===== src/design/cluster_access_profiler_defines.svh =====
// Assertion macros used by cap_back.
`ifndef CLUSTER_ACCESS_PROFILER_DEFINES_SVH
`define CLUSTER_ACCESS_PROFILER_DEFINES_SVH

`ifndef SYNTHESIS
`define CAP_ASSERT(lbl, clk, rst, prop) \
  lbl: assert property (@(posedge clk) disable iff (rst) prop) \
    else $error("cap: assertion failed");
`define CAP_NEVER(lbl, clk, rst, expr) \
  lbl: assert property (@(posedge clk) disable iff (rst) !(expr)) \
    else $error("cap: forbidden condition seen");
`else
`define CAP_ASSERT(lbl, clk, rst, prop)
`define CAP_NEVER(lbl, clk, rst, expr)
`endif

`endif


===== src/design/cap_fifo.sv =====
// Two-entry queue.
module cap_fifo #(
  parameter int W = 8
) (
  input  logic         clk,
  input  logic         rst,
  input  logic         wr,
  input  logic [W-1:0] wdata,
  output logic         full,
  input  logic         rd,
  output logic [W-1:0] rdata,
  output logic         empty
);
  logic [W-1:0] slot [2];
  logic         wp;
  logic         rp;
  logic [1:0]   cnt;
  logic         do_wr;
  logic         do_rd;

  assign full  = (cnt == 2'd2);
  assign empty = (cnt == 2'd0);
  assign do_wr = wr && !full;
  assign do_rd = rd && !empty;
  assign rdata = slot[rp];

  always_ff @(posedge clk) begin
    if (do_wr) begin
      slot[wp] <= wdata;
    end
  end

  always_ff @(posedge clk) begin
    if (rst) begin
      wp  <= 1'b0;
      rp  <= 1'b0;
      cnt <= 2'd0;
    end else begin
      if (do_wr) wp <= ~wp;
      if (do_rd) rp <= ~rp;
      if (do_wr && !do_rd) cnt <= cnt + 2'd1;
      else if (do_rd && !do_wr) cnt <= cnt - 2'd1;
    end
  end
endmodule


===== config.mk =====
export PLATFORM = sky130hd
export DESIGN_NAME = cap_fifo
export DESIGN_NICKNAME = d
export VERILOG_FILES = /design/src/design/cluster_access_profiler_defines.svh /design/src/design/cap_fifo.sv
export SDC_FILE = /design/constraint.sdc
export NUM_CORES = 1
export LEC_CHECK = 0
export BUFFER_PORTS_ARGS = -buffer_cell sky130_fd_sc_hd__buf_2
export CAP_MARGIN = 20
export CORE_ASPECT_RATIO = 0.8
export CORE_MARGIN = 2
export CORE_UTILIZATION = 48
export CTS_BUF_LIST = sky130_fd_sc_hd__clkbuf_4 sky130_fd_sc_hd__clkbuf_8 sky130_fd_sc_hd__clkbuf_16
export DETAILED_ROUTE_END_ITERATION = 7
export PLACE_DENSITY = 0.74
export SLEW_MARGIN = 20
export SYNTH_ARGS = -nofsm -noshare
export SYNTH_HDL_FRONTEND = slang
export SYNTH_SLANG_ARGS = --single-unit

===== constraint.sdc =====
create_clock -name clk -period 2 [get_ports clk]
set_input_delay 0.2 -clock clk [delete_from_list [all_inputs] [get_ports clk]]
set_output_delay 0.2 -clock clk [all_outputs]
set_load 0.02 [all_outputs]

Word level (Yosys, flattened, before mapping)
Memory sizes are Yosys's and may differ from the RTL's. A register that Yosys moved wholly into a read port is not among the register bits.
Index checks and enable logic that the tools add are counted.
{ "word_totals": {"register_bits": 4, "latchBits": 0, "ramBits": 16, "rom_bits": 0, "inputBits": 12, "out_inout_bits": 10, "word_cells": 25, "n_memories": 1} }
{ "mem_list": {"columns": ["name", "depth", "word_bits", "rd", "rd_ports_with_merged_regs", "write_ports", "line", "source"], "rows": [
  ["slot", 2, 8, 1, 1, 1, "cap_fifo.sv:14", "logic [W-1:0] slot [2];"]
]} }
{ "op_classes": {"add_sub_neg": 2, "mul": 0, "div_mod_pow": 0, "n_lt_le_gt_ge": 0, "n_eq_ne": 1, "shifts": 0, "mux": 6, "bitwise": 2, "n_reduce_logical": 10} }
{ "op_table": {"columns": ["cell", "n"], "rows": [
  ["logical AND 1 bit", 4],
  ["logical NOT 1 bit", 4],
  ["two-way mux 1 bit", 4],
  ["two-way mux 2 bit", 2],
  ["adder 2 x 1 -> 2 bit, second input constant", 1],
  ["== test 2 bit, second input constant", 1],
  ["logical NOT 2 bit", 1],
  ["inverter 1 bit", 2],
  ["nonzero test 2 bit", 1],
  ["subtractor 2 x 1 -> 2 bit, second input constant", 1]
]} }

Depth between registers and ports, before layout
{ "logic_depth": {"ltp_word": 7, "depth_mapped": 6, "depth_no_buf": 6} }

Worst setup path after synthesis
OpenSTA, ideal clock, no wires.
{ "synth_timing": {"kind": "flip-flop to flip-flop", "startpoint": "reg cnt[1]", "endpoint": "reg cnt[1]", "setup_time_ns": 0.070, "arrival_time_ns": 1.537, "t_required_ns": 1.930, "slack_ns": 0.394, "path_stages_with_launch": 6, "period_less_slack_ns": 1.606, "cell_sequence": "dfxtp_1 > nor2b_2 > nor2_1 > ha_1 > or3_1 > a21oi_1"} }
{ "synth_between": {"elab_chain_len": 6, "word_cells_on_any_way": 15, "cone_classes": "add/sub (2); eq/ne (1); mux (2); reduce/logical (10)"} }
{ "synth_lines": {"columns": ["element", "line", "source"], "rows": [
  ["from (decl)", "cap_fifo.sv:17", "logic [1:0] cnt;"],
  ["from (signal assigned)", "cap_fifo.sv:41", "if (do_wr && !do_rd) cnt <= cnt + 2'd1;"],
  ["from (signal assigned)", "cap_fifo.sv:42", "else if (do_rd && !do_wr) cnt <= cnt - 2'd1;"],
  ["== test 2 bit (*)", "cap_fifo.sv:21", "assign full = (cnt == 2'd2);"],
  ["named net full", "cap_fifo.sv:9", "output logic full,"],
  ["logical NOT 1 bit (*)", "cap_fifo.sv:23", "assign do_wr = wr && !full;"],
  ["logical AND 1 bit (*)", "cap_fifo.sv:23", null],
  ["named net do_wr", "cap_fifo.sv:18", "logic do_wr;"],
  ["logical NOT 1 bit", "cap_fifo.sv:42", null],
  ["logical AND 1 bit", "cap_fifo.sv:42", null],
  ["nonzero test 2 bit (no source line)", null, null]
]} }
Mark *: on every way through the listed nets, which the timed path passes. The rest lies on a longest branch. The select of a mux whose other input is x is not followed.
A chain may end at the register's enable or synchronous reset.

==> summary.md <==
| Metric | Value |
|---|---|
| Post-Syn Nets | 63 |
| Vias in the first global route | ~430 |
| Antenna cells | 0 |
| Sequential cell area fraction in the yosys report | roughly three quarters |
| Mapped Area | between 700 and 800 µm² |
| Max-slew headroom at the worst pin | approximately 75% |
| Async S/R FF share, synth | 0% |
| Post-DRT Antenna Nets | 0 |
| Nets | approximately 90 |
| Yosys top cell by area | edfxtp_1 |
| WL/cell | between 10 and 15 µm |
| Worst R2R End | cnt[1]$_SDFFE_PP0P_ |
| Clock root cell | clkbuf_4 |
| GR met2 Demand/Resource | about 22% |
| CP required | roughly 1.8 ns |
| Die height | just over 40 µm |
| Filler cells | between 150 and 200 |
| Critical Path Fanout Max | 8 |
| Reg clk slew, reported paths | ~0.11 ns |
| Global Route met1 Usage | ~14% |
| Hold Path Class | input pin to flip-flop |
| Layout Skew | about 0.0043 ns |
| Measured slew at the worst slew-check pin | between 0.3 and 0.4 ns |
| Critical Path Start Type | flip-flop |
| Post-layout util | 59.50% |
| Slowest CP cell | dfxtp_1 |
| Comb pwr share | 32.7% |
| Leakage | approximately 0.00038 µW |
| Tot GR Track Use | 12.77% |
| Iteration-0 DRC Markers | 4 |
| Area Overhead vs Synth | 19.56% |
| Post-Synthesis Cells | 50 |
| Final worst-path cycle share | between 70% and 80% |
| H-tree depth | 1 |
| Synth top area cells | edfxtp_1 (61%), dfxtp_1 (13%), mux2_2 (11%), xor2_1 (3.3%), nor2_1 (2.4%) |
| Routability congestion estimate | 0.8030 |
| Critical setup path kind | flip-flop to output port |
| Outcome | finished, final reports clean |
| Drt total wl | around 1100 µm |
| Worst-skew pair later-pin latency | approximately 0.30 ns |
| Avg Vias per Cell | between 4 and 5 |
| PwrDens | ~1300 nW/µm² |
| CTS tree | done |
| Post-CTS sizing | 0 |
| Rows | 13 |
| Worst Hold Depth | 1 |
| Top-Level Pins | 22 |
| Post-synth top area share | 60.57% |
| Worst slack, placed | between 0.4 and 0.5 ns |
| VDD IR-drop max | 734.3 µV |
| Reg2Reg Depth | 5 |
| FMAX | ~630 MHz |
| FF-to-FF Start | cnt[1]$_SDFFE_PP0P_ |
| Top FF cell, synth | edfxtp_1 |
| Critical path, cell by cell | mux2_2, buf_2 |
| Gr busiest metal | met2 |
| Initial Util | between 40 and 50% |
| Initial antenna violation count | 0 |
| Netlist cell types | 13 |
| Hold Startpoint | wdata[7] |
| Sw Pwr | 399.8 µW |
| Area of the core | 1594 µm² |
| CTS Hold Bufs | 0 |
| Period minus WS final | 1.589 ns |
| Post-DP HPWL | slightly below 800 µm |
| Vias | 441 |
| Largest net degree at the start of global routing | 13 |
| EDFF count, synth | 16 |
| RSZ-0062 raised after global routing | false |
| Max-slew violations | 0 |
| First-pass GRT wire length | approximately 1800 µm |
| Most frequent cell after synthesis | edfxtp_1 |
| Setup WS post-layout | 0.4113 ns |
| Flop pwr share | between 50% and 60% |
| Post CTS Setup Buffer Count | 0 |
| Die area | roughly 2000 µm² |
| Endpoints failing setup | 0 |
| Clock buffer depth | 2 |
| Max_cap viols | 0 |
| First drt pass iteration count | 2 |
| Arr. time, crit path | between 1 and 1.5 ns |
| Layout cell share with drive strength beyond 1 | 45.95% |
| R2R Setup Slk | around 0.45 ns |
| Crit. End Element | output port |
| Final hold vios | 0 |
| Inserted Clock Buffers | 3 |
| Clock Power Share | around 16% |
| Sw frac | 33.25% |
| Int Power | 802.6 µW |
| Crit-path max cell delay | roughly 0.56 ns |
| Die extent in x | just under 50 µm |
| Mean post-synth cell area | between 15 and 20 µm² |
| # DRC | 0 |
| Met3 Use GR | roughly 2.6% |
| Total Neg Setup Slack | 0 ns |
| Hold EP | slot[1][7]$_DFFE_PP_ |
| Number of synthesized register bits | 21 |
| List of most frequent post-synthesis cells | edfxtp_1 (16), mux2_2 (8), dfxtp_1 (5), nor2_1 (5) |
| Port Buffer Count | 21 |
| Total grt overflow | 0 |
| CTS sink count | 21 |
| Ys Warns | 0 |
through the flow:
step	hold WS, ns	std cells	cell area, µm²	total power [µW]
6_report	0.07997	96	948.4	1202
5_1_grt	0.07177	96	948.4	1282
4_1_cts	0.07509	96	948.4	1217
3_5_place_dp	0.3916	92	920.9	1021
3_3_place_gp	0.3882	92	920.9	1013
2_1_floorplan	0.2691	50	793.3	909.1
power by group through the flow:
stage | logic [µW] | registers (µW) | clock network, µW
2_1_floorplan | 315 | 594 | 0
3_3_place_gp | 392 | 621 | 0
3_5_place_dp | 397 | 624 | 0
4_1_cts | 400 | 614 | 203
5_1_grt | 440 | 624 | 218
6_report | 394 | 613 | 196
worst max path at each step:
| stage | startpoint | endpoint | depth (start not counted) |
|---|---|---|---|
| finish | flip-flop | rdata[0] | 2 |
| global route | cnt[0]$_SDFFE_PP0P_ | cnt[1]$_SDFFE_PP0P_ | 4 |
| CTS | flip-flop | rdata[0] | 2 |
| detailed placement | cnt[0]$_SDFFE_PP0P_ | cnt[1]$_SDFFE_PP0P_ | 4 |
| global placement | cnt[0]$_SDFFE_PP0P_ | cnt[1]$_SDFFE_PP0P_ | 4 |
| floorplan | cnt[1]$_SDFFE_PP0P_ | cnt[1]$_SDFFE_PP0P_ | 5 |
logic make-up after synthesis:
| kind of cell | share of synthesized area [%] |
|---|---|
| adders and majority gates | 1.577 |
| buffers and inverters | 1.577 |
| xor gates and xnor gates | 3.313 |
| and+or+nand+nor | 5.837 |
| AOI/OAI and AO/OA | 3.154 |
| DFF | 73.19 |
| muxes | 11.36 |
layout make-up:
class	count	area, µm²	area share, %
flip-flops and latches	21	580.6	61.21
well taps	22	27.53	2.902
clock inverters	1	5.005	0.5277
multi-input cells	26	200.2	21.11
clock buffers	3	22.52	2.375
repair buffers	21	105.1	11.08
inverters	2	7.507	0.7916
cells in the final DEF, fill, tap and decap left out, drive strengths merged:
master,Yosys,layout
a21oi,2,2
or3,2,2
edfxtp,16,16
o21ai,3,3
clkbuf,0,3
xor2,3,3
inv,2,2
ha,1,1
nor2,5,5
and2,1,1
dfxtp,5,5
buf,1,21
mux2,8,8
nor2b,1,1
clkinv,0,1
routing by layer:
layer / wire length (µm) / part of all wire, %
met1: 501 / 46
met2: 541 / 49
met3: 52 / 4.7
met4: 0 / 0
met5: 0 / 0
flip-flops by register name (all words and copies together), names as in the netlist, named ones only:
signal / flops
rp: 1
slot: 16
cnt: 2
wp: 1
critical path, delay by kind of cell, from the launching register on:
family | cells | cell delay [ns]
flip-flops | 1 | 0.56
multiplexers | 1 | 0.38
buffers and inverters | 1 | 0.16
Power figures use the tool's default switching activity.
