--- config.mk ---
export PLATFORM = sky130hd
export DESIGN_NAME = cap_front
export DESIGN_NICKNAME = d
export VERILOG_FILES = /design/src/design/cluster_access_profiler_defines.svh /design/src/design/cap_pkg.sv /design/src/design/cap_fifo.sv /design/src/design/cap_front.sv
export SDC_FILE = /design/constraint.sdc
export NUM_CORES = 1
export LEC_CHECK = 0
export ABC_CLOCK_PERIOD_IN_PS = 7910
export BUFFER_PORTS_ARGS = -buffer_cell sky130_fd_sc_hd__buf_2
export CAP_MARGIN = 20
export CORE_MARGIN = 8
export CORE_UTILIZATION = 52
export DETAILED_ROUTE_END_ITERATION = 10
export PLACE_DENSITY = 0.79
export SYNTH_ARGS = -nofsm -noshare
export SYNTH_HDL_FRONTEND = slang
export SYNTH_SLANG_ARGS = --single-unit
--- constraint.sdc ---
create_clock -name clk -period 7.91 [get_ports clk]
set_input_delay 1.582 -clock clk [delete_from_list [all_inputs] [get_ports clk]]
set_output_delay 1.582 -clock clk [all_outputs]
set_load 0.02 [all_outputs]
--- src/design/cluster_access_profiler_defines.svh ---
// Assertion macros used by cap_back.
`ifndef CLUSTER_ACCESS_PROFILER_DEFINES_SVH
`define CLUSTER_ACCESS_PROFILER_DEFINES_SVH

`ifndef SYNTHESIS
`define CAP_ASSERT(lbl, clk, rst, prop) \
  lbl: assert property (@(posedge clk) disable iff (rst) prop) \
    else $error("cap: assertion failed");
`define CAP_NEVER(lbl, clk, rst, expr) \
  lbl: assert property (@(posedge clk) disable iff (rst) !(expr)) \
    else $error("cap: forbidden condition seen");
`else
`define CAP_ASSERT(lbl, clk, rst, prop)
`define CAP_NEVER(lbl, clk, rst, expr)
`endif

`endif

--- src/design/cap_pkg.sv ---
package cap_pkg;

  typedef struct packed {
    logic [2:0]  action;
    logic [3:0]  handle;
    logic [4:0]  file_id;
    logic [23:0] byte_count;
    logic [39:0] seek_offset;
    logic [9:0]  cluster_index;
  } item_t;

  typedef struct packed {
    logic        handle_known;
    logic [4:0]  file_ref;
    logic [31:0] open_total;
    logic [31:0] seek_total;
    logic [31:0] uncached_seeks;
    logic [31:0] wasted_seeks;
    logic [31:0] read_calls;
    logic [31:0] zero_reads;
    logic [47:0] bytes_total;
    logic [31:0] clusters_touched;
    logic [10:0] unique_clusters;
    logic [15:0] cluster_hits;
  } result_t;

  typedef struct packed {
    logic [31:0] open_total;
    logic [31:0] seek_total;
    logic [31:0] uncached_seeks;
    logic [31:0] wasted_seeks;
    logic [31:0] read_calls;
    logic [31:0] zero_reads;
    logic [47:0] bytes_total;
    logic [31:0] clusters_touched;
    logic [10:0] unique_clusters;
  } counters_t;

  localparam logic [2:0] ACT_OPEN  = 3'd0;
  localparam logic [2:0] ACT_READ  = 3'd1;
  localparam logic [2:0] ACT_SEEK  = 3'd2;
  localparam logic [2:0] ACT_CLOSE = 3'd3;
  localparam logic [2:0] ACT_QUERY = 3'd4;

  localparam logic [2:0] CL_OPEN   = 3'd0;
  localparam logic [2:0] CL_READ   = 3'd1;
  localparam logic [2:0] CL_SEEK   = 3'd2;
  localparam logic [2:0] CL_CLOSE  = 3'd3;
  localparam logic [2:0] CL_QUERY  = 3'd4;
  localparam logic [2:0] CL_IGNORE = 3'd5;

  typedef struct packed {
    logic [2:0] cls;
    item_t      item;
  } cmd_t;

  localparam logic [4:0] CSL_RESET = 5'd16;
  localparam logic [4:0] CSL_MIN   = 5'd9;
  localparam logic [4:0] CSL_MAX   = 5'd24;

endpackage

--- src/design/cap_fifo.sv ---
// Two-entry queue.
module cap_fifo #(
  parameter int W = 8
) (
  input  logic         clk,
  input  logic         rst,
  input  logic         wr,
  input  logic [W-1:0] wdata,
  output logic         full,
  input  logic         rd,
  output logic [W-1:0] rdata,
  output logic         empty
);
  logic [W-1:0] slot [2];
  logic         wp;
  logic         rp;
  logic [1:0]   cnt;
  logic         do_wr;
  logic         do_rd;

  assign full  = (cnt == 2'd2);
  assign empty = (cnt == 2'd0);
  assign do_wr = wr && !full;
  assign do_rd = rd && !empty;
  assign rdata = slot[rp];

  always_ff @(posedge clk) begin
    if (do_wr) begin
      slot[wp] <= wdata;
    end
  end

  always_ff @(posedge clk) begin
    if (rst) begin
      wp  <= 1'b0;
      rp  <= 1'b0;
      cnt <= 2'd0;
    end else begin
      if (do_wr) wp <= ~wp;
      if (do_rd) rp <= ~rp;
      if (do_wr && !do_rd) cnt <= cnt + 2'd1;
      else if (do_rd && !do_wr) cnt <= cnt - 2'd1;
    end
  end
endmodule

--- src/design/cap_front.sv ---
// Accepts requests, tags them with a class and queues them for the back end.
module cap_front #(
  parameter int HANDLE_SLOTS = 16,
  parameter int FILE_SLOTS   = 32
) (
  input  logic           clk,
  input  logic           rst,
  input  logic           push,
  output logic           full,
  input  cap_pkg::item_t item,
  input  logic           hold,
  input  logic           cmd_rd,
  output cap_pkg::cmd_t  cmd,
  output logic           cmd_empty
);
  cap_pkg::cmd_t cmd_in;
  logic          q_full;
  logic          fid_ok;
  logic          hdl_ok;

  assign fid_ok = 32'(item.file_id) < 32'(FILE_SLOTS);
  assign hdl_ok = 32'(item.handle) < 32'(HANDLE_SLOTS);

  always_comb begin
    cmd_in.item = item;
    unique case (item.action)
      cap_pkg::ACT_OPEN:  cmd_in.cls = (fid_ok && hdl_ok) ? cap_pkg::CL_OPEN : cap_pkg::CL_IGNORE;
      cap_pkg::ACT_READ:  cmd_in.cls = hdl_ok ? cap_pkg::CL_READ : cap_pkg::CL_IGNORE;
      cap_pkg::ACT_SEEK:  cmd_in.cls = hdl_ok ? cap_pkg::CL_SEEK : cap_pkg::CL_IGNORE;
      cap_pkg::ACT_CLOSE: cmd_in.cls = hdl_ok ? cap_pkg::CL_CLOSE : cap_pkg::CL_IGNORE;
      cap_pkg::ACT_QUERY: cmd_in.cls = fid_ok ? cap_pkg::CL_QUERY : cap_pkg::CL_IGNORE;
      default:            cmd_in.cls = cap_pkg::CL_IGNORE;
    endcase
  end

  // held full while the stores are being cleared
  assign full = q_full || hold;

  cap_fifo #(.W($bits(cap_pkg::cmd_t))) u_cmdq (
    .clk   (clk),
    .rst   (rst),
    .wr    (push && !full),
    .wdata (cmd_in),
    .full  (q_full),
    .rd    (cmd_rd),
    .rdata (cmd),
    .empty (cmd_empty)
  );
endmodule

# After elaboration in Yosys (flattened, before gate mapping)

Memory sizes are Yosys's and may differ from the RTL's. A register that Yosys moved wholly into a read port is not among the register bits.
Cells that the tools add are included.

Memory bits (writable): 178
Register bits: 4
Logic and storage cells: 34
Bits of input ports: 91
Memories: 1

Reductions and logical operators: 14
Mux-type cells: 7
Eq/ne operators: 5
Add/subtract/negate cells: 2
Bitwise operators: 2

Memory list:

| name        | depth | width | rd ports | clocked after Yosys merged registers in | write ports | line           | text |
|---|---|---|---|---|---|---|---|
| u_cmdq.slot | 2     | 89    | 1        | 1                                       | 1           | cap_fifo.sv:14 | `logic [W-1:0] slot [2];` |

Operators by type and width:

| operator              | number |
|---|---|
| $pmux W3 S5           | 1 |
| $eq A3 B2 Y1 const B  | 2 |
| $logic_and A1 B1 Y1   | 5 |
| $logic_not A1 Y1      | 5 |
| $mux W1               | 4 |
| $mux W2               | 2 |
| $eq A3 B1 Y1 const B  | 1 |
| $eq A3 B3 Y1 const B  | 1 |
| $logic_not A3 Y1      | 1 |
| $add A2 B1 Y2 const B | 1 |
| $eq A2 B2 Y1 const B  | 1 |
| $logic_not A2 Y1      | 1 |
| $not A1 Y1            | 2 |
| $reduce_bool A2 Y1    | 1 |
| $sub A2 B1 Y2 const B | 1 |
| $logic_or A1 B1 Y1    | 1 |

# Depth between registers and ports, before layout

Word-level depth: 9
Gate-level depth with buffers: 6
Gate-level depth less buffers: 6

# Cells and area by module

From an unflattened synthesis, not the netlist that was laid out.

Cell total of the unflattened synthesis: 307
Area total of the unflattened synthesis: 6702.7 µm²

Modules (own cells, without submodules):

| module    | area an instance (µm²) | seq. area each (µm²) | cells an instance | times used |
|---|---|---|---|---|
| cap_fifo  | 6671.4                 | 5445.2               | 302               | 1 |
| cap_front | 31.3                   | 0.0                  | 5                 | 1 |

# Least setup slack after synthesis

Ideal clock, no wire load.

Path kind: input port to flip-flop
Start point: input port push
End point: memory u_cmdq.slot[0][0] (netlist name) (enable)
Data arrival time: 5861 ps
Slack: 1501 ps
Required time: 7362 ps
Path buffers: 0
Setup time: 548 ps
Stages on the path: 3
Cells stage by stage: nor2b_1 -> and2_1 -> nor2b_1

Cells in the longest elaborated chain, start to end: 4

Ends and longest elaborated chain:

| what                          | line            | text |
|---|---|---|
| from (decl)                   | cap_front.sv:8  | `input logic push,` |
| $logic_and A1 B1 Y1           | cap_front.sv:42 | `.wr (push && !full),` |
| $logic_and A1 B1 Y1           | cap_fifo.sv:23  | `assign do_wr = wr && !full;` |
| named net u_cmdq.do_wr        | cap_fifo.sv:18  | `logic do_wr;` |
| $mux W1                       | cap_fifo.sv:28  | `if (do_wr) begin` |
| $mux W1 (not written as such) | cap_fifo.sv:29  | `slot[wp] <= wdata;` |
| to (decl)                     | cap_fifo.sv:14  |  |

The timed path passes the listed nets, and every way through them passes these cells.

==> qor.csv <==
stage,metric,value,unit
outcome,status,"complete, no violations",
drt,vias per std cell,4.959,
clock_tree,clk_lat worst skew,0.42,ns
clock_tree,# hold bufs at CTS,0,
drt,drt drc,0,
grt,largest net degree at the start of global routing,90,
placement,pre-CTS setup slack,3.799,ns
yosys,Mapped Cells,307,
grt,initial antenna violation count,1,
yosys,post-synth net total,399,
pwr,power per cell area,322.3,mW/mm²
drt,WL final,12.56,mm
sta,relative slew slack,34.06,%
clock_tree,Longest Clk Path Bufs,2,
final_layout,"commonest non-fill, non-tap cell in the layout",buf_2,
sta,Max Freq,0.2512,GHz
sta,fin crit share,50.34,%
final_layout,Antenna diodes,0,
yosys,sequential cell area fraction in the yosys report,81.22,%
final_layout,Layout area overhead,25.83,%
grt,first-pass GRT wire length,18.82,mm
pwr,worst vdd ir,0.1693,mV
floorplanning,DIE AREA,0.01678,mm²
drt,number of iterations in the first detailed-routing pass,4,
final_layout,fraction of layout cells with a size suffix above 1,59.45,%
clock_tree,clock sink count,183,
setup_path,Worst setup SP type,flop,
drt,wire length per cell after detailed routing,18.33,µm
setup_path,"Max FO, Critical Path",46,
sta,final hold violation count,0,
floorplanning,num rows,41,
grt,vias in the first global route,3667,
final_layout,nets,592,
floorplanning,chip height,129.5,µm
placement,Cells after DPL,652,
sta,unrepaired setup endpoints after global routing,false,
clock_tree,CTS tree,done,
clock_tree,CTS resizes,0,
yosys,synthesized cell area,0.006704,mm²
placement,DP HPWL,8.535,mm
setup_path,CP required,6.33,ns
sta,# setup viols final,0,
floorplanning,initial core utilization,53.12,%
placement,number of port buffers,181,
clock_tree,CTS Buf Count,17,
floorplanning,Horiz. Die Dim,129.5,µm
grt,grt total ovfl,0,
floorplanning,core area,0.01262,mm²
sta,Total Neg Setup Slack,0,ns
clock_tree,postcts setup bufs,0,
setup_path,Worst Setup Path Type,reg -> out,
setup_path,CP arrival,2.40,ns
sta,clock skew,0.008414,ns
grt,global-route usage over all layers,15.06,%
sta,Worst-Margin Slew,0.9870,ns
drt,ANT nets after route,0,
yosys,Yosys Warn Count,0,
final_layout,final std cells w/o fill,685,
sta,post-route setup slack,3.928,ns
drt,Vias,3397,
clock_tree,CTS root buf,clkbuf_16,
sta,max-slew violation count,0,
floorplanning,IO Pins,182,
clock_tree,CTS H-tree lvls,4,
final_layout,most frequent cells in the layout,"buf_2 (181), edfxtp_1 (178), mux2_2 (79)",
pwr,LEAKAGE,0.003142,µW
sta,min cycle time layout,3.982,ns
sta,Final Hold Slack,0.5158,ns
final_layout,final core area utilization,66.85,%
clock_tree,clock transition at the registers of the reported paths,0.06,ns
yosys,#FFs+latches synth,183,
setup_path,CP Capture Type,primary output,
yosys,syn_area_per_cell,21.84,µm²
drt,DRT iter0 DRCs,137,
placement,routability cong.,0.7506,
run,Max-Cap Viols,0,
yosys,Netlist cell types,19,
final_layout,Filler cells,881,
hold_path,Hold Path Class,reg -> reg,
worst max-delay path, cell delays in order, from the launching register on:
cell	delay, ns
dfxtp_4	0.75
buf_4	0.62
mux2_2	0.41
buf_2	0.17
cells by family after synthesis:
family	after synthesis	synth area share [%]
DFF	183	81.22
muxes	89	15.51
and+or+nand+nor	15	1.195
buffers and inverters	11	1.082
AOI/OAI and AO/OA	5	0.4105
xor gates and xnor gates	3	0.3920
adders and majority gates	1	0.1866
worst paths after layout:
check,end,from,depth (start not counted),slack [ns]
worst max-delay path,cmd[87],flop,3,3.93
worst min-delay path,flop,u_cmdq.rp$_SDFFE_PP0P_,2,0.52
worst max register to register,u_cmdq.slot[0][14]$_DFFE_PP_,u_cmdq.cnt[0]$_SDFFE_PP0P_,4,5.16
worst min register to register,flop,u_cmdq.rp$_SDFFE_PP0P_,2,0.52
layer usage:
metal	GRT usage (%)	wire [µm]	up-vias
met1	17.01	5006	1637
met3	7.231	1257	22
met2	24.05	6064	139
li1	-	-	1597
met4	6.421	214	2
met5	0	13	-
cells in the mapped netlist:
master    number  share of area, %
a21oi_1        1             0.075
mux2_2        79                13
nor2b_1        3              0.28
or3_1          1             0.093
and2_1         1             0.093
a21o_1         1              0.11
dfxtp_1        5               1.5
buf_2          7              0.52
nand3_1        1             0.075
buf_6          3              0.50
mux2_4        10               2.2
clkbuf_1       1             0.056
nor2_1         5              0.28
ha_1           1              0.19
edfxtp_1     178                80
nand2b_1       3              0.28
and3_1         1             0.093
xor2_1         3              0.39
o21ai_0        3              0.22
through the flow:
step | area [µm²] | power [µW]
final | 8436 | 2718
after floorplan | 6704 | 1685
after CTS | 8408 | 2756
after detailed placement | 7791 | 1879
after global placement | 7791 | 1866
after global routing | 8436 | 2826
layout make-up:
class / count / area, µm² / area share, %
multi-input combinational: 113 / 1199 / 14.21
clock inverter: 10 / 152.6 / 1.810
timing repair buffer: 185 / 955.9 / 11.33
clock buffer: 22 / 464.2 / 5.503
tap: 172 / 215.2 / 2.551
sequential: 183 / 5449 / 64.60
flip-flops by register name, indices dropped and copies added, names as in the netlist, named ones only:
| name | flops |
|---|---|
| u_cmdq.slot | 178 |
| u_cmdq.cnt | 2 |
| u_cmdq.rp | 1 |
| u_cmdq.wp | 1 |
power by group:
group          internal (µW)  switching (µW)  total, µW  leakage, µW
clock                    543             326        869     0.000305
combinational            275             364        638      0.00116
sequential              1160            55.5       1210      0.00167
total                   1970             746       2720      0.00314
No activity file was read; power rests on OpenSTA's default activity.
